--- src/design/assert_macros.svh ---
// Assertion macros shared by the connection tracker modules.
`ifndef ASSERT_MACROS_SVH
`define ASSERT_MACROS_SVH
`ifndef SYNTHESIS
`define TCT_ASSERT(lbl, clk, rst_n, prop) \
    lbl: assert property (@(posedge clk) disable iff (!rst_n) (prop)) \
        else $error("invariant violated");
`define TCT_ASSERT_IMPL(lbl, clk, rst_n, ante, cons) \
    lbl: assert property (@(posedge clk) disable iff (!rst_n) (ante) |-> (cons)) \
        else $error("implication violated");
`else
`define TCT_ASSERT(lbl, clk, rst_n, prop)
`define TCT_ASSERT_IMPL(lbl, clk, rst_n, ante, cons)
`endif
`endif

--- src/design/tct_pkg.sv ---
// Types, codes and constants of the TCP connection tracker.
`timescale 1ns / 1ps
`default_nettype none
package tct_pkg;

    localparam int WIN_W  = 13;
    localparam int RING_W = 12;
    localparam logic [WIN_W-1:0] WINDOW_SIZE = 13'd4096;

    localparam int Q_DEPTH = 4;
    localparam int Q_PTR_W = 2;
    localparam int Q_CNT_W = 3;

    localparam logic [2:0] OP_SEGMENT = 3'd0;
    localparam logic [2:0] OP_CONNECT = 3'd1;
    localparam logic [2:0] OP_LISTEN  = 3'd2;
    localparam logic [2:0] OP_CLOSE   = 3'd3;
    localparam logic [2:0] OP_READ    = 3'd4;

    localparam logic [4:0] FL_FIN = 5'h01;
    localparam logic [4:0] FL_SYN = 5'h02;
    localparam logic [4:0] FL_RST = 5'h04;
    localparam logic [4:0] FL_ACK = 5'h10;

    localparam int SEG_FIN_BIT = 0;
    localparam int SEG_SYN_BIT = 1;
    localparam int SEG_RST_BIT = 2;
    localparam int SEG_ACK_BIT = 4;

    localparam logic [1:0] STAT_OK       = 2'd0;
    localparam logic [1:0] STAT_IGNORED  = 2'd1;
    localparam logic [1:0] STAT_NOT_CONN = 2'd2;

    localparam logic [2:0] CODE_CLOSED   = 3'd0;
    localparam logic [2:0] CODE_LISTEN   = 3'd1;
    localparam logic [2:0] CODE_SYNSENT  = 3'd2;
    localparam logic [2:0] CODE_SYNRECV  = 3'd3;
    localparam logic [2:0] CODE_ESTAB    = 3'd4;
    localparam logic [2:0] CODE_FINWAIT1 = 3'd5;
    localparam logic [2:0] CODE_LASTACK  = 3'd6;

    typedef enum logic [6:0] {
        ST_CLOSED   = 7'b0000001,
        ST_LISTEN   = 7'b0000010,
        ST_SYNSENT  = 7'b0000100,
        ST_SYNRECV  = 7'b0001000,
        ST_ESTAB    = 7'b0010000,
        ST_FINWAIT1 = 7'b0100000,
        ST_LASTACK  = 7'b1000000
    } conn_st_t;

    typedef struct packed {
        logic [2:0]  opcode;
        logic [7:0]  seg_flags;
        logic [31:0] seg_seq;
        logic [31:0] seg_ack;
        logic [15:0] payload_len;
        logic [12:0] read_count;
    } item_t;

    typedef struct packed {
        logic        send_valid;
        logic [4:0]  send_flags;
        logic [31:0] seq_out;
        logic [31:0] ack_out;
        logic [12:0] window_out;
        logic [2:0]  conn_state;
        logic [15:0] data_skip;
        logic [12:0] data_count;
        logic [11:0] ring_addr;
        logic [1:0]  status;
        logic        last;
    } res_t;

    typedef struct packed {
        logic push;
        logic two;
        res_t r0;
        res_t r1;
    } push_t;

    function automatic logic [2:0] state_to_code(conn_st_t st);
        logic [2:0] code;
        unique case (st)
            ST_CLOSED:   code = CODE_CLOSED;
            ST_LISTEN:   code = CODE_LISTEN;
            ST_SYNSENT:  code = CODE_SYNSENT;
            ST_SYNRECV:  code = CODE_SYNRECV;
            ST_ESTAB:    code = CODE_ESTAB;
            ST_FINWAIT1: code = CODE_FINWAIT1;
            ST_LASTACK:  code = CODE_LASTACK;
            default:     code = CODE_CLOSED;
        endcase
        return code;
    endfunction

endpackage
`default_nettype wire

--- src/design/tct_in_if.sv ---
// Input channel: commands and received segment headers.
`timescale 1ns / 1ps
`default_nettype none
interface tct_in_if;
    logic        valid;
    logic        ready;
    logic [2:0]  opcode;
    logic [7:0]  seg_flags;
    logic [31:0] seg_seq;
    logic [31:0] seg_ack;
    logic [15:0] seg_window;
    logic [15:0] payload_len;
    logic [12:0] read_count;

    modport source (
        output valid, opcode, seg_flags, seg_seq, seg_ack, seg_window,
               payload_len, read_count,
        input  ready
    );
    modport sink (
        input  valid, opcode, seg_flags, seg_seq, seg_ack, seg_window,
               payload_len, read_count,
        output ready
    );
endinterface
`default_nettype wire

--- src/design/tct_out_if.sv ---
// Result channel: segment send requests and ring transfers.
`timescale 1ns / 1ps
`default_nettype none
interface tct_out_if;
    logic        valid;
    logic        ready;
    logic        send_valid;
    logic [4:0]  send_flags;
    logic [31:0] seq_out;
    logic [31:0] ack_out;
    logic [12:0] window_out;
    logic [2:0]  conn_state;
    logic [15:0] data_skip;
    logic [12:0] data_count;
    logic [11:0] ring_addr;
    logic [1:0]  status;
    logic        last;

    modport source (
        output valid, send_valid, send_flags, seq_out, ack_out, window_out,
               conn_state, data_skip, data_count, ring_addr, status, last,
        input  ready
    );
    modport sink (
        input  valid, send_valid, send_flags, seq_out, ack_out, window_out,
               conn_state, data_skip, data_count, ring_addr, status, last,
        output ready
    );
endinterface
`default_nettype wire

--- src/design/tct_in_stage.sv ---
// Input register holding one command or segment beat.
`timescale 1ns / 1ps
`default_nettype none
module tct_in_stage (
    input  wire logic       clk,
    input  wire logic       rst_n,
    tct_in_if.sink          cmd,
    input  wire logic       take,
    output tct_pkg::item_t  item,
    output logic            item_vld
);

    logic           vld_reg;
    logic           vld_next;
    tct_pkg::item_t item_reg;
    logic           accept;

    assign cmd.ready = !vld_reg || take;
    assign accept    = cmd.valid && cmd.ready;
    assign vld_next  = accept ? 1'b1 : (take ? 1'b0 : vld_reg);

    always_ff @(posedge clk or negedge rst_n)
    begin
        if (!rst_n)
        begin
            vld_reg <= 1'b0;
        end
        else
        begin
            vld_reg <= vld_next;
        end
    end

    always_ff @(posedge clk)
    begin
        if (accept)
        begin
            item_reg.opcode      <= cmd.opcode;
            item_reg.seg_flags   <= cmd.seg_flags;
            item_reg.seg_seq     <= cmd.seg_seq;
            item_reg.seg_ack     <= cmd.seg_ack;
            item_reg.payload_len <= cmd.payload_len;
            item_reg.read_count  <= cmd.read_count;
        end
    end

    assign item     = item_reg;
    assign item_vld = vld_reg;

endmodule
`default_nettype wire

--- src/design/tct_engine.sv ---
// Connection state, sequence and window registers with the per-beat update logic.
`timescale 1ns / 1ps
`default_nettype none
`include "assert_macros.svh"
module tct_engine (
    input  wire logic           clk,
    input  wire logic           rst_n,
    input  wire tct_pkg::item_t item,
    input  wire logic           fire,
    output tct_pkg::push_t      push
);

    localparam int PAD_W = 32 - tct_pkg::WIN_W;

    tct_pkg::conn_st_t        st_reg,  st_next;
    logic [31:0]              snd_reg, snd_next;
    logic [31:0]              rcv_reg, rcv_next;
    logic [tct_pkg::WIN_W-1:0] wnd_reg, wnd_next;

    logic        fin, syn, rst, ackf;
    logic        acc_ack;

    logic [31:0] off;
    logic [31:0] neg_off;
    logic [31:0] end_off;
    logic [31:0] win32;
    logic        pl_ok;
    logic [15:0] pl_skip;
    logic [16:0] pl_left;
    logic [tct_pkg::WIN_W-1:0] pl_cnt;

    logic [tct_pkg::WIN_W-1:0] rd_pend;
    logic [tct_pkg::WIN_W-1:0] rd_cnt;
    logic [31:0]               rd_start;

    logic        two;
    logic        r0_vld;
    logic [4:0]  r0_flags;
    logic [15:0] r0_skip;
    logic [12:0] r0_cnt;
    logic [11:0] r0_addr;
    logic [1:0]  r0_status;
    logic        estab_close;

    assign fin  = item.seg_flags[tct_pkg::SEG_FIN_BIT];
    assign syn  = item.seg_flags[tct_pkg::SEG_SYN_BIT];
    assign rst  = item.seg_flags[tct_pkg::SEG_RST_BIT];
    assign ackf = item.seg_flags[tct_pkg::SEG_ACK_BIT];
    assign acc_ack = ackf && !syn;

    // Payload placement against the receive edge, modulo 2^32.
    assign off     = item.seg_seq - rcv_reg;
    assign neg_off = 32'd0 - off;
    assign end_off = off + {16'd0, item.payload_len} - 32'd1;
    assign win32   = {{PAD_W{1'b0}}, wnd_reg};
    assign pl_ok   = (wnd_reg != '0)
                  && ((off == 32'd0) || ((off >= win32) && (end_off < win32)));
    assign pl_skip = (pl_ok && (off != 32'd0)) ? neg_off[15:0] : 16'd0;
    assign pl_left = {1'b0, item.payload_len} - {1'b0, pl_skip};

    always_comb
    begin
        if (!pl_ok)
        begin
            pl_cnt = '0;
        end
        else if (pl_left > {{(17 - tct_pkg::WIN_W){1'b0}}, wnd_reg})
        begin
            pl_cnt = wnd_reg;
        end
        else
        begin
            pl_cnt = pl_left[tct_pkg::WIN_W-1:0];
        end
    end

    assign rd_pend  = (wnd_reg < tct_pkg::WINDOW_SIZE) ? (tct_pkg::WINDOW_SIZE - wnd_reg) : '0;
    assign rd_cnt   = (item.read_count < rd_pend) ? item.read_count : rd_pend;
    assign rd_start = rcv_reg - {{PAD_W{1'b0}}, rd_pend};

    always_comb
    begin
        st_next   = st_reg;
        snd_next  = snd_reg;
        rcv_next  = rcv_reg;
        wnd_next  = wnd_reg;
        two       = 1'b0;
        r0_vld    = 1'b0;
        r0_flags  = 5'd0;
        r0_skip   = 16'd0;
        r0_cnt    = 13'd0;
        r0_addr   = 12'd0;
        r0_status = tct_pkg::STAT_IGNORED;

        unique case (item.opcode)
            tct_pkg::OP_SEGMENT:
            begin
                unique case (st_reg)
                    tct_pkg::ST_LISTEN:
                    begin
                        if (!rst && syn && !ackf)
                        begin
                            st_next   = tct_pkg::ST_SYNRECV;
                            snd_next  = 32'd0;
                            rcv_next  = item.seg_seq + 32'd1;
                            r0_vld    = 1'b1;
                            r0_flags  = tct_pkg::FL_SYN | tct_pkg::FL_ACK;
                            r0_status = tct_pkg::STAT_OK;
                        end
                    end
                    tct_pkg::ST_SYNSENT:
                    begin
                        if (!rst && syn && ackf)
                        begin
                            st_next   = tct_pkg::ST_ESTAB;
                            snd_next  = item.seg_ack;
                            rcv_next  = item.seg_seq + 32'd1;
                            r0_vld    = 1'b1;
                            r0_flags  = tct_pkg::FL_ACK;
                            r0_status = tct_pkg::STAT_OK;
                        end
                    end
                    tct_pkg::ST_SYNRECV:
                    begin
                        if (rst)
                        begin
                            st_next   = tct_pkg::ST_CLOSED;
                            r0_status = tct_pkg::STAT_OK;
                        end
                        else
                        begin
                            if (acc_ack)
                            begin
                                st_next   = tct_pkg::ST_ESTAB;
                                rcv_next  = item.seg_seq;
                                snd_next  = item.seg_ack;
                                r0_status = tct_pkg::STAT_OK;
                            end
                            if (fin)
                            begin
                                st_next   = tct_pkg::ST_LASTACK;
                                r0_vld    = 1'b1;
                                r0_flags  = tct_pkg::FL_ACK | tct_pkg::FL_RST;
                                r0_status = tct_pkg::STAT_OK;
                            end
                        end
                    end
                    tct_pkg::ST_ESTAB:
                    begin
                        if (rst)
                        begin
                            st_next   = tct_pkg::ST_CLOSED;
                            r0_status = tct_pkg::STAT_OK;
                        end
                        else
                        begin
                            if (acc_ack)
                            begin
                                r0_status = tct_pkg::STAT_OK;
                            end
                            if (acc_ack && (item.payload_len != 16'd0))
                            begin
                                rcv_next = rcv_reg + {{PAD_W{1'b0}}, pl_cnt};
                                wnd_next = wnd_reg - pl_cnt;
                                r0_vld   = 1'b1;
                                r0_flags = tct_pkg::FL_ACK;
                                r0_skip  = pl_skip;
                                r0_cnt   = pl_cnt;
                                r0_addr  = rcv_reg[tct_pkg::RING_W-1:0];
                            end
                            if (fin)
                            begin
                                st_next   = tct_pkg::ST_CLOSED;
                                r0_status = tct_pkg::STAT_OK;
                                if (r0_vld)
                                begin
                                    two = 1'b1;
                                end
                                else
                                begin
                                    r0_vld   = 1'b1;
                                    r0_flags = tct_pkg::FL_FIN | tct_pkg::FL_RST;
                                end
                            end
                        end
                    end
                    tct_pkg::ST_FINWAIT1:
                    begin
                        if (rst || fin)
                        begin
                            st_next   = tct_pkg::ST_CLOSED;
                            r0_status = tct_pkg::STAT_OK;
                        end
                    end
                    tct_pkg::ST_LASTACK:
                    begin
                        if (rst || ackf)
                        begin
                            st_next   = tct_pkg::ST_CLOSED;
                            r0_status = tct_pkg::STAT_OK;
                        end
                    end
                    default:
                    begin
                        r0_status = tct_pkg::STAT_IGNORED;
                    end
                endcase
            end
            tct_pkg::OP_CONNECT:
            begin
                st_next   = tct_pkg::ST_SYNSENT;
                snd_next  = 32'd0;
                r0_vld    = 1'b1;
                r0_flags  = tct_pkg::FL_SYN;
                r0_status = tct_pkg::STAT_OK;
            end
            tct_pkg::OP_LISTEN:
            begin
                st_next   = tct_pkg::ST_LISTEN;
                r0_status = tct_pkg::STAT_OK;
            end
            tct_pkg::OP_CLOSE:
            begin
                if (st_reg == tct_pkg::ST_ESTAB)
                begin
                    st_next   = tct_pkg::ST_FINWAIT1;
                    r0_vld    = 1'b1;
                    r0_flags  = tct_pkg::FL_FIN | tct_pkg::FL_ACK;
                    r0_status = tct_pkg::STAT_OK;
                end
            end
            tct_pkg::OP_READ:
            begin
                if (st_reg != tct_pkg::ST_ESTAB)
                begin
                    r0_status = tct_pkg::STAT_NOT_CONN;
                end
                else
                begin
                    wnd_next  = wnd_reg + rd_cnt;
                    r0_cnt    = rd_cnt;
                    r0_addr   = rd_start[tct_pkg::RING_W-1:0];
                    r0_status = tct_pkg::STAT_OK;
                end
            end
            default:
            begin
                r0_status = tct_pkg::STAT_IGNORED;
            end
        endcase
    end

    always_ff @(posedge clk or negedge rst_n)
    begin
        if (!rst_n)
        begin
            st_reg  <= tct_pkg::ST_CLOSED;
            snd_reg <= 32'd0;
            rcv_reg <= 32'd0;
            wnd_reg <= tct_pkg::WINDOW_SIZE;
        end
        else if (fire)
        begin
            st_reg  <= st_next;
            snd_reg <= snd_next;
            rcv_reg <= rcv_next;
            wnd_reg <= wnd_next;
        end
    end

    always_comb
    begin
        push.push = fire;
        push.two  = two;

        push.r0.send_valid = r0_vld;
        push.r0.send_flags = r0_vld ? r0_flags : 5'd0;
        push.r0.seq_out    = snd_next;
        push.r0.ack_out    = rcv_next;
        push.r0.window_out = wnd_next;
        push.r0.conn_state = two ? tct_pkg::CODE_ESTAB : tct_pkg::state_to_code(st_next);
        push.r0.data_skip  = r0_skip;
        push.r0.data_count = r0_cnt;
        push.r0.ring_addr  = r0_addr;
        push.r0.status     = r0_status;
        push.r0.last       = !two;

        push.r1.send_valid = 1'b1;
        push.r1.send_flags = tct_pkg::FL_FIN | tct_pkg::FL_RST;
        push.r1.seq_out    = snd_next;
        push.r1.ack_out    = rcv_next;
        push.r1.window_out = wnd_next;
        push.r1.conn_state = tct_pkg::state_to_code(st_next);
        push.r1.data_skip  = 16'd0;
        push.r1.data_count = 13'd0;
        push.r1.ring_addr  = 12'd0;
        push.r1.status     = tct_pkg::STAT_OK;
        push.r1.last       = 1'b1;
    end

    assign estab_close = (st_reg == tct_pkg::ST_ESTAB) && (st_next == tct_pkg::ST_CLOSED);

    `TCT_ASSERT(a_wnd_bound, clk, rst_n, wnd_reg <= tct_pkg::WINDOW_SIZE)
    `TCT_ASSERT_IMPL(a_two_from_estab, clk, rst_n, fire && two, estab_close)

endmodule
`default_nettype wire

--- src/design/tct_out_fifo.sv ---
// Result queue taking one or two result beats per update and offering one per cycle when the result side is ready.
`timescale 1ns / 1ps
`default_nettype none
`include "assert_macros.svh"
module tct_out_fifo (
    input  wire logic           clk,
    input  wire logic           rst_n,
    input  wire tct_pkg::push_t push,
    output logic                room,
    tct_out_if.source           res
);

    tct_pkg::res_t                mem [tct_pkg::Q_DEPTH];
    logic [tct_pkg::Q_PTR_W-1:0]  wr_ptr_reg, wr_ptr_next;
    logic [tct_pkg::Q_PTR_W-1:0]  rd_ptr_reg, rd_ptr_next;
    logic [tct_pkg::Q_CNT_W-1:0]  cnt_reg,    cnt_next;
    logic [tct_pkg::Q_CNT_W-1:0]  n_push;
    logic                         pop;
    tct_pkg::res_t                head;
    logic                         mid_fill;

    assign room   = cnt_reg <= tct_pkg::Q_CNT_W'(tct_pkg::Q_DEPTH - 2);
    assign pop    = res.valid && res.ready;
    assign n_push = push.push ? (push.two ? tct_pkg::Q_CNT_W'(2) : tct_pkg::Q_CNT_W'(1))
                              : '0;

    assign wr_ptr_next = wr_ptr_reg + n_push[tct_pkg::Q_PTR_W-1:0];
    assign rd_ptr_next = rd_ptr_reg + tct_pkg::Q_PTR_W'(pop);
    assign cnt_next    = cnt_reg + n_push - tct_pkg::Q_CNT_W'(pop);

    always_ff @(posedge clk or negedge rst_n)
    begin
        if (!rst_n)
        begin
            wr_ptr_reg <= '0;
            rd_ptr_reg <= '0;
            cnt_reg    <= '0;
        end
        else
        begin
            wr_ptr_reg <= wr_ptr_next;
            rd_ptr_reg <= rd_ptr_next;
            cnt_reg    <= cnt_next;
        end
    end

    always_ff @(posedge clk)
    begin
        if (push.push)
        begin
            mem[wr_ptr_reg] <= push.r0;
            if (push.two)
            begin
                mem[wr_ptr_reg + tct_pkg::Q_PTR_W'(1)] <= push.r1;
            end
        end
    end

    assign head = mem[rd_ptr_reg];

    assign res.valid      = cnt_reg != '0;
    assign res.send_valid = head.send_valid;
    assign res.send_flags = head.send_flags;
    assign res.seq_out    = head.seq_out;
    assign res.ack_out    = head.ack_out;
    assign res.window_out = head.window_out;
    assign res.conn_state = head.conn_state;
    assign res.data_skip  = head.data_skip;
    assign res.data_count = head.data_count;
    assign res.ring_addr  = head.ring_addr;
    assign res.status     = head.status;
    assign res.last       = head.last;

    assign mid_fill = (cnt_reg != '0)
                   && (cnt_reg != tct_pkg::Q_CNT_W'(tct_pkg::Q_DEPTH));

    `TCT_ASSERT(a_cnt_bound, clk, rst_n, cnt_reg <= tct_pkg::Q_CNT_W'(tct_pkg::Q_DEPTH))
    `TCT_ASSERT_IMPL(a_no_overflow, clk, rst_n, push.push, room)
    `TCT_ASSERT_IMPL(a_ptr_gap, clk, rst_n, mid_fill, wr_ptr_reg != rd_ptr_reg)

endmodule
`default_nettype wire

--- src/design/tcp_connection_tracker_top.sv ---
// TCP connection tracker: an input beat passes the input register, then the result
// queue, before its first result beat appears.
// Throughput: one input beat per cycle; an input that yields two results
// puts two beats into the result queue, and a four-entry result queue
// paces intake when the result side stalls.
// Reset: state closed, sequence numbers zero, receive window 4096, queues empty.
`timescale 1ns / 1ps
`default_nettype none
module tcp_connection_tracker_top (
    input  wire logic clk,
    input  wire logic rst_n,
    tct_in_if.sink    cmd,
    tct_out_if.source res
);

    tct_pkg::item_t item;
    logic           item_vld;
    logic           room;
    logic           fire;
    tct_pkg::push_t push;

    assign fire = item_vld && room;

    tct_in_stage u_in_stage (
        .clk      (clk),
        .rst_n    (rst_n),
        .cmd      (cmd),
        .take     (fire),
        .item     (item),
        .item_vld (item_vld)
    );

    tct_engine u_engine (
        .clk   (clk),
        .rst_n (rst_n),
        .item  (item),
        .fire  (fire),
        .push  (push)
    );

    tct_out_fifo u_out_fifo (
        .clk   (clk),
        .rst_n (rst_n),
        .push  (push),
        .room  (room),
        .res   (res)
    );

endmodule
`default_nettype wire

--- src/flat_wrapper.sv ---
// flat-port wrapper written by rule: the top's interface ports become plain ports
module tcp_connection_tracker_top_flat 
  (clk, rst_n, cmd_valid, cmd_opcode, cmd_seg_flags, cmd_seg_seq, cmd_seg_ack, cmd_seg_window, cmd_payload_len, cmd_read_count, cmd_ready, res_valid, res_send_valid, res_send_flags, res_seq_out, res_ack_out, res_window_out, res_conn_state, res_data_skip, res_data_count, res_ring_addr, res_status, res_last, res_ready);
  tct_in_if cmd_i ();
  tct_out_if res_i ();
  input  wire logic clk;
  input  wire logic rst_n;
  input wire logic [$bits(cmd_i.valid)-1:0] cmd_valid;
  input wire logic [$bits(cmd_i.opcode)-1:0] cmd_opcode;
  input wire logic [$bits(cmd_i.seg_flags)-1:0] cmd_seg_flags;
  input wire logic [$bits(cmd_i.seg_seq)-1:0] cmd_seg_seq;
  input wire logic [$bits(cmd_i.seg_ack)-1:0] cmd_seg_ack;
  input wire logic [$bits(cmd_i.seg_window)-1:0] cmd_seg_window;
  input wire logic [$bits(cmd_i.payload_len)-1:0] cmd_payload_len;
  input wire logic [$bits(cmd_i.read_count)-1:0] cmd_read_count;
  output wire logic [$bits(cmd_i.ready)-1:0] cmd_ready;
  output wire logic [$bits(res_i.valid)-1:0] res_valid;
  output wire logic [$bits(res_i.send_valid)-1:0] res_send_valid;
  output wire logic [$bits(res_i.send_flags)-1:0] res_send_flags;
  output wire logic [$bits(res_i.seq_out)-1:0] res_seq_out;
  output wire logic [$bits(res_i.ack_out)-1:0] res_ack_out;
  output wire logic [$bits(res_i.window_out)-1:0] res_window_out;
  output wire logic [$bits(res_i.conn_state)-1:0] res_conn_state;
  output wire logic [$bits(res_i.data_skip)-1:0] res_data_skip;
  output wire logic [$bits(res_i.data_count)-1:0] res_data_count;
  output wire logic [$bits(res_i.ring_addr)-1:0] res_ring_addr;
  output wire logic [$bits(res_i.status)-1:0] res_status;
  output wire logic [$bits(res_i.last)-1:0] res_last;
  input wire logic [$bits(res_i.ready)-1:0] res_ready;
  assign cmd_i.valid = cmd_valid;
  assign cmd_i.opcode = cmd_opcode;
  assign cmd_i.seg_flags = cmd_seg_flags;
  assign cmd_i.seg_seq = cmd_seg_seq;
  assign cmd_i.seg_ack = cmd_seg_ack;
  assign cmd_i.seg_window = cmd_seg_window;
  assign cmd_i.payload_len = cmd_payload_len;
  assign cmd_i.read_count = cmd_read_count;
  assign cmd_ready = cmd_i.ready;
  assign res_valid = res_i.valid;
  assign res_send_valid = res_i.send_valid;
  assign res_send_flags = res_i.send_flags;
  assign res_seq_out = res_i.seq_out;
  assign res_ack_out = res_i.ack_out;
  assign res_window_out = res_i.window_out;
  assign res_conn_state = res_i.conn_state;
  assign res_data_skip = res_i.data_skip;
  assign res_data_count = res_i.data_count;
  assign res_ring_addr = res_i.ring_addr;
  assign res_status = res_i.status;
  assign res_last = res_i.last;
  assign res_i.ready = res_ready;
  tcp_connection_tracker_top u_core (.clk(clk), .rst_n(rst_n), .cmd(cmd_i), .res(res_i));
endmodule
--- config.mk ---
export PLATFORM = sky130hd
export DESIGN_NAME = tcp_connection_tracker_top_flat
export DESIGN_NICKNAME = d
export VERILOG_FILES = /design/src/design/tct_pkg.sv /design/src/design/tct_in_if.sv /design/src/design/tct_out_if.sv /design/src/design/tct_in_stage.sv /design/src/design/tct_engine.sv /design/src/design/tct_out_fifo.sv /design/src/design/tcp_connection_tracker_top.sv /design/src/flat_wrapper.sv
export VERILOG_INCLUDE_DIRS = /design/src /design/src/design
export SDC_FILE = /design/constraint.sdc
export NUM_CORES = 2
export LEC_CHECK = 0
export BUFFER_PORTS_ARGS = -buffer_cell sky130_fd_sc_hd__buf_2
export CORE_ASPECT_RATIO = 0.7
export CORE_MARGIN = 2
export CORE_UTILIZATION = 45
export DETAILED_ROUTE_END_ITERATION = 10
export GPL_TIMING_DRIVEN = 0
export PLACE_DENSITY = 0.6
export REMOVE_ABC_BUFFERS = 1
export SYNTH_ARGS = -nofsm -noshare
export SYNTH_HDL_FRONTEND = slang
export SYNTH_SLANG_ARGS = --single-unit
--- constraint.sdc ---
create_clock -name clk -period 17.3 [get_ports clk]
set_input_delay 0 -clock clk [delete_from_list [all_inputs] [get_ports clk]]
set_output_delay 0 -clock clk [all_outputs]
set_load 0.01 [all_outputs]
### Yosys cells after proc, flatten, opt, wreduce, memory -nomap -nowiden

Memory sizes are Yosys's and may differ from the RTL's.
Index checks and enable logic that the tools add are counted.

* word-level logic and storage cells: 185
* bits in latches: 0
* output and inout bits: 132
* input bits: 124
* bits in registers: 193
* memories: 1
* memory bits (read-only): 0
* memory bits (writable): 520

* shift operators: 0
* equality and inequality tests: 17
* muxes and demuxes: 102
* order comparisons: 6
* reduce and logical (&&, ||, !) cells: 29
* div/mod/pow operators: 0
* bitwise gates (word level): 0
* multipliers: 0
* add/subtract/negate cells: 16

Memories
* u_core.u_out_fifo.mem: depth 4, bits a word 130, read ports 1, clocked after Yosys merged registers in 0, write ports 2, line tct_out_fifo.sv:13 `tct_pkg::res_t mem [tct_pkg::Q_DEPTH];`

Operators with widths (number)
* 32-bit two-way mux: 11
* 13-bit two-way mux: 12
* 32-bit one-hot mux with 4 select lines: 1
* 32-bit one-hot mux with 3 select lines: 1
* 16-bit two-way mux: 5
* 7-bit two-way mux: 10
* 32-bit one-hot mux with 2 select lines: 1
* 13-bit one-hot mux with 2 select lines: 2
* 5-bit two-way mux: 10
* 12-bit two-way mux: 4
* 7-bit one-hot mux with 6 select lines: 1
* 32-bit by 1-bit adder with 32-bit output (second input constant): 1
* 32-bit by 13-bit adder with 32-bit output: 1
* 32-bit by 16-bit adder with 32-bit output: 1
* 32-bit by 13-bit >= comparator with 1-bit output: 1
* 32-bit logical NOT: 1
* 32-bit by 13-bit less-than comparator with 1-bit output: 1
* 32-bit nonzero test: 1
* 32-bit by 1-bit subtractor with 32-bit output (second input constant): 1
* 32-bit subtractor: 1
* 1-bit two-way mux: 31
* 7-bit one-hot mux with 4 select lines: 1
* 12-bit one-hot mux with 2 select lines: 1
* 5-bit one-hot mux with 4 select lines: 1
* other kinds (42): 69

### Depth between registers and ports, before layout

* word-level depth: 18
* depth in mapped cells: 68
* mapped depth without buffers: 67

### Cells and area by module

From an unflattened synthesis, not the netlist that was laid out.

* cells, all modules: 3775
* area, all modules: 45546.2 sq um

Modules (own cells, without submodules)
* tct_out_fifo: instances 1, cells an instance 1301, sequential area each 15790.1 sq um, area an instance 25264.2 sq um
* tct_engine: instances 1, cells an instance 2365, sequential area each 2104.5 sq um, area an instance 17098.9 sq um
* tct_in_stage: instances 1, cells an instance 108, sequential area each 3148.0 sq um, area an instance 3176.8 sq um
* tcp_connection_tracker_top: instances 1, cells an instance 1, sequential area each 0.0 sq um, area an instance 6.3 sq um

### Worst setup path after synthesis

No wires, ideal clock.

* kind: reg-to-reg
* start: register u_core.u_in_stage.item_reg (netlist bit u_core.u_in_stage.item[73])
* end: memory u_core.u_out_fifo.mem[0][74] (netlist bit) (data pin)
* arrival time: 12561 ps
* setup slack: 4463 ps
* clock period less this slack: 12837 ps
* required time: 17024 ps
* cell stages (with the launch flop): 64
* library setup time: 276 ps
* path buffers: 2
* cell sequence: edfxtp_1 -> ha_1 -> a21oi_2 -> o211ai_1 -> a21oi_1 -> a31oi_4 -> a21o_1 -> a21o_1 -> a2111o_1 -> a31oi_1 -> a21oi_1 -> a21oi_1 -> o21bai_1 -> a21o_1 -> a21oi_1 -> xor2_1 -> ha_1 -> nand2b_1 -> [28 not listed] -> clkbuf_1 -> a21oi_1 -> and2_1 -> ha_1 -> fa_1 -> a21o_1 -> a21oi_1 -> o21bai_1 -> a21oi_1 -> o21bai_1 -> a21oi_1 -> o21bai_1 -> a21oi_1 -> or2_2 -> nor3_1 -> a21o_1 -> a222oi_1 -> nor2_1

RTL lines
* start, declared: line tct_in_stage.sv:15 `tct_pkg::item_t item_reg;`
* end, declared: line tct_out_fifo.sv:13

==> results.md <==
* Leakage at 17.00 nW
* Vias in the first global route at 29,600
* Kind of critical path: register to register
* Ranking of synthesized cells by area: edfxtp_1 32%, dfxtp_1 10%, mux4_2 7.5%, ha_1 6.7%, dfrtp_1 5.8%
* Dpl cells at 5,055
* Drc violations at 0
* Crit path largest cell delay at 0.70 ns
* Post-route insts no fill at 5,297
* Hold Crit Class: primary input to register
* Fraction of layout cells with a size suffix above 1 at 14.28%
* Final worst slack at 1.121 ns
* IO buf count at 234
* Asr flop ratio synth at 12.99%
* Final Hold Fails at 0
* Yosys cell types at 92
* CTS max path bufs at 3
* Total CTS buffers at 72
* Synthesized area at 38,940 µm²
* GPL Wtd Cong at 0.9358
* Tcrit/Tclk final at 93.52%
* Vias/cell at 5.812
* Combinational share of power at 58.3%
* Vias post-DR at 30,790
* TNS Setup at 0 ns
* Final Util at 52.60%
* Status: finished clean
* Clk_lat worst skew at 0.64 ns
* Dpl ws at 0.5187 ns
* Top-count cell post-synth: nor2_1
* WL/cell at 21.65 µm
* Die height at 250.1 µm
* Row cnt at 90
* ANT cells at 0
* Hold path startpoint: cmd_seg_seq[30]
* Synth Warn # at 0
* CTS tree: built
* IO Pins at 256
* Total detailed-routing wirelength at 114,700 µm
* Global router's overall resource usage at 25.70%
* Global-route wire length before repair at 177,500 µm
* Max Clock Skew at 0.03129 ns
* Post-synth EDFFs at 420
* Net Switching at 4.449 mW
* Area after DPL at 41,680 µm²
* Max VDD drop at 155.0 µV
* Max-slew violations at 0
* Worst endpoint required time at 17.68 ns
* Die W at 355.6 µm
* Pint at 5.255 mW
* Core Area at 85,920 µm²
* Total power at 9.703 mW
* Final hold slack at 0.06848 ns
* Area leader, netlist: edfxtp_1
* Synth top area share at 32.39%
* Setup violators final at 0
* Power per cell area at 214.7 nW/µm²
* CP max-delay cell: dfrtp_1
* Worst Path Arrival at 16.56 ns
* Reg clk slew, reported paths at 0.07 ns
* Crit start category: register
* Clock power share at 16.6%
* Root Buffer: clkbuf_16
* DP Wirelength at 78,850 µm
* Final min period at 16.18 ns
* Design area at 45,190 µm²
* Max reg flops at 516
* Syn_area_per_cell at 10.14 µm²
* RR Startpoint: u_core.u_engine.rcv_reg[1]$_DFFE_PN0P_
* Most frequent CP cell: a21oi_1
* Slew @ Worst Pin at 1.448 ns
* Yosys reg bits at 708
* Max-cap check violation count at 0
* Switching Fraction at 45.85%
* Drt first pass iters at 6
* Area grow syn2layout at 16.06%
* CP max FO at 25
* Element type at the critical path end: register
* Initial antenna violation count at 1
* Maximum clock frequency at 61.81 MHz
* First-iteration detailed-routing DRC count at 3,164
* Ys flop type: edfxtp_1
* Leading cell types by count after synthesis: 497 x nor2_1, 420 x edfxtp_1, 399 x nand2_1
* Overflow after GRT at 0
* H-tree levels at 3
* Antenna Nets Post-Route at 0
* Critical Path Source: u_core.u_engine.rcv_reg[1]$_DFFE_PN0P_
* Die footprint at 88,940 µm²
* Unrepaired setup endpoints after global routing: false
* Max_slew headroom at 2.751%
* CTS Sinks at 708
* Starting Density at 45.32%
* Post-Syn Instances at 3,839
* Seq/Total Area, Yosys at 48.38%
* Nets at 4,426
* Largest net degree at the start of global routing at 63
* Share of power burned in registers at 25.1%
path summary, 6_finish.rpt:
kind                                                                   to  slack, ns  depth (start not counted)
min in group asynchronous           u_core.u_engine.st_reg[0]$_DFFE_PN1P_       0.47                          3
worst max-delay path               u_core.u_out_fifo.mem[0][77]$_DFFE_PP_       1.12                         66
worst max register to register     u_core.u_out_fifo.mem[0][77]$_DFFE_PP_       1.12                         66
worst min register to register  u_core.u_out_fifo.mem[2][41]$_SDFFE_PP0P_       0.45                          2
max in group asynchronous         u_core.u_engine.wnd_reg[12]$_DFFE_PN1P_      16.44                          4
worst min-delay path                 u_core.u_in_stage.item[91]$_DFFE_PP_       0.07                          2
final cells by class:
cell class	instances	area, µm²
Clock buffer	101	2036
Clock inverter	33	366.6
Fill cell	7757	40730
Inverter	194	738.2
Multi-Input combinational cell	2729	18650
Sequential cell	708	18850
Tap cell	1150	1439
Timing Repair Buffer	382	3119
critical path, delay by kind of cell, from the launching register on:
family | cells | cell delay, ns
XOR/XNOR | 2 | 0.41
flip-flops | 1 | 0.70
adder cells (fa/ha/maj) | 6 | 1.53
AO/OA/AOI/OAI | 39 | 9.71
AND/OR/NAND/NOR | 15 | 2.82
buffers and inverters | 4 | 0.70
what timing repair did:
action | 4_1_cts | 5_1_grt
endpoints found under the setup margin | 0 | 115
hold buffers | 105 | 0
resized for setup | 0 | 3
setup buffers | 0 | 3
hold endpoints to repair | 196 | 0
placed cells by master (no fill, tap or decap), drive strengths merged, types with 11 or more instances in the layout:
master / instances
a211oi: 21
a31oi: 26
nor2b: 23
o21a: 15
o211ai: 12
inv: 200
dfxtp: 196
nand4: 25
a221oi: 14
ha: 207
dfrtp: 90
xor2: 51
dlygate4sd3: 104
nor2: 498
nor3: 56
o22ai: 16
edfxtp: 420
a21o: 58
nand2: 400
o21ai: 386
nand2b: 33
nand3: 85
and2: 21
o21bai: 17
nor4: 23
or2: 18
clkbuf: 101
a21oi: 240
clkinv: 19
and3: 30
xnor2: 94
mux4: 129
buf: 278
a22oi: 58
a21boi: 11
a22o: 16
cells by family (layout without fill, tap and decap cells):
logic type / after synthesis / count (layout) / synth area share [%]
other cells: 1 / 1 / 0.009630
buf+inv: 402 / 710 / 3.965
flops: 708 / 708 / 48.38
xor+xnor: 145 / 145 / 3.348
mux: 145 / 145 / 7.901
simple gates: 1243 / 1243 / 13.94
fa+ha+maj: 215 / 215 / 7.062
compound gates: 980 / 980 / 15.39
power groups by stage:
stage | clock network [mW] | logic [mW] | registers, mW
final | 1.61 | 5.66 | 2.44
after global routing | 1.71 | 6.26 | 2.47
after CTS | 1.64 | 5.60 | 2.43
after detailed placement | 0 | 5.55 | 2.47
after global placement | 0 | 5.36 | 2.64
after floorplan | 0 | 3.89 | 2.45
layer usage:
layer / routed length (µm) / share of wire, % / track usage [%]
met1: 52950 / 46 / 38.33
met2: 50520 / 44 / 38.82
met5: 0 / 0 / 0
met3: 8288 / 7.2 / 4.066
met4: 2931 / 2.6 / 6.937
Note: power is estimated with default switching activity, not from simulation.
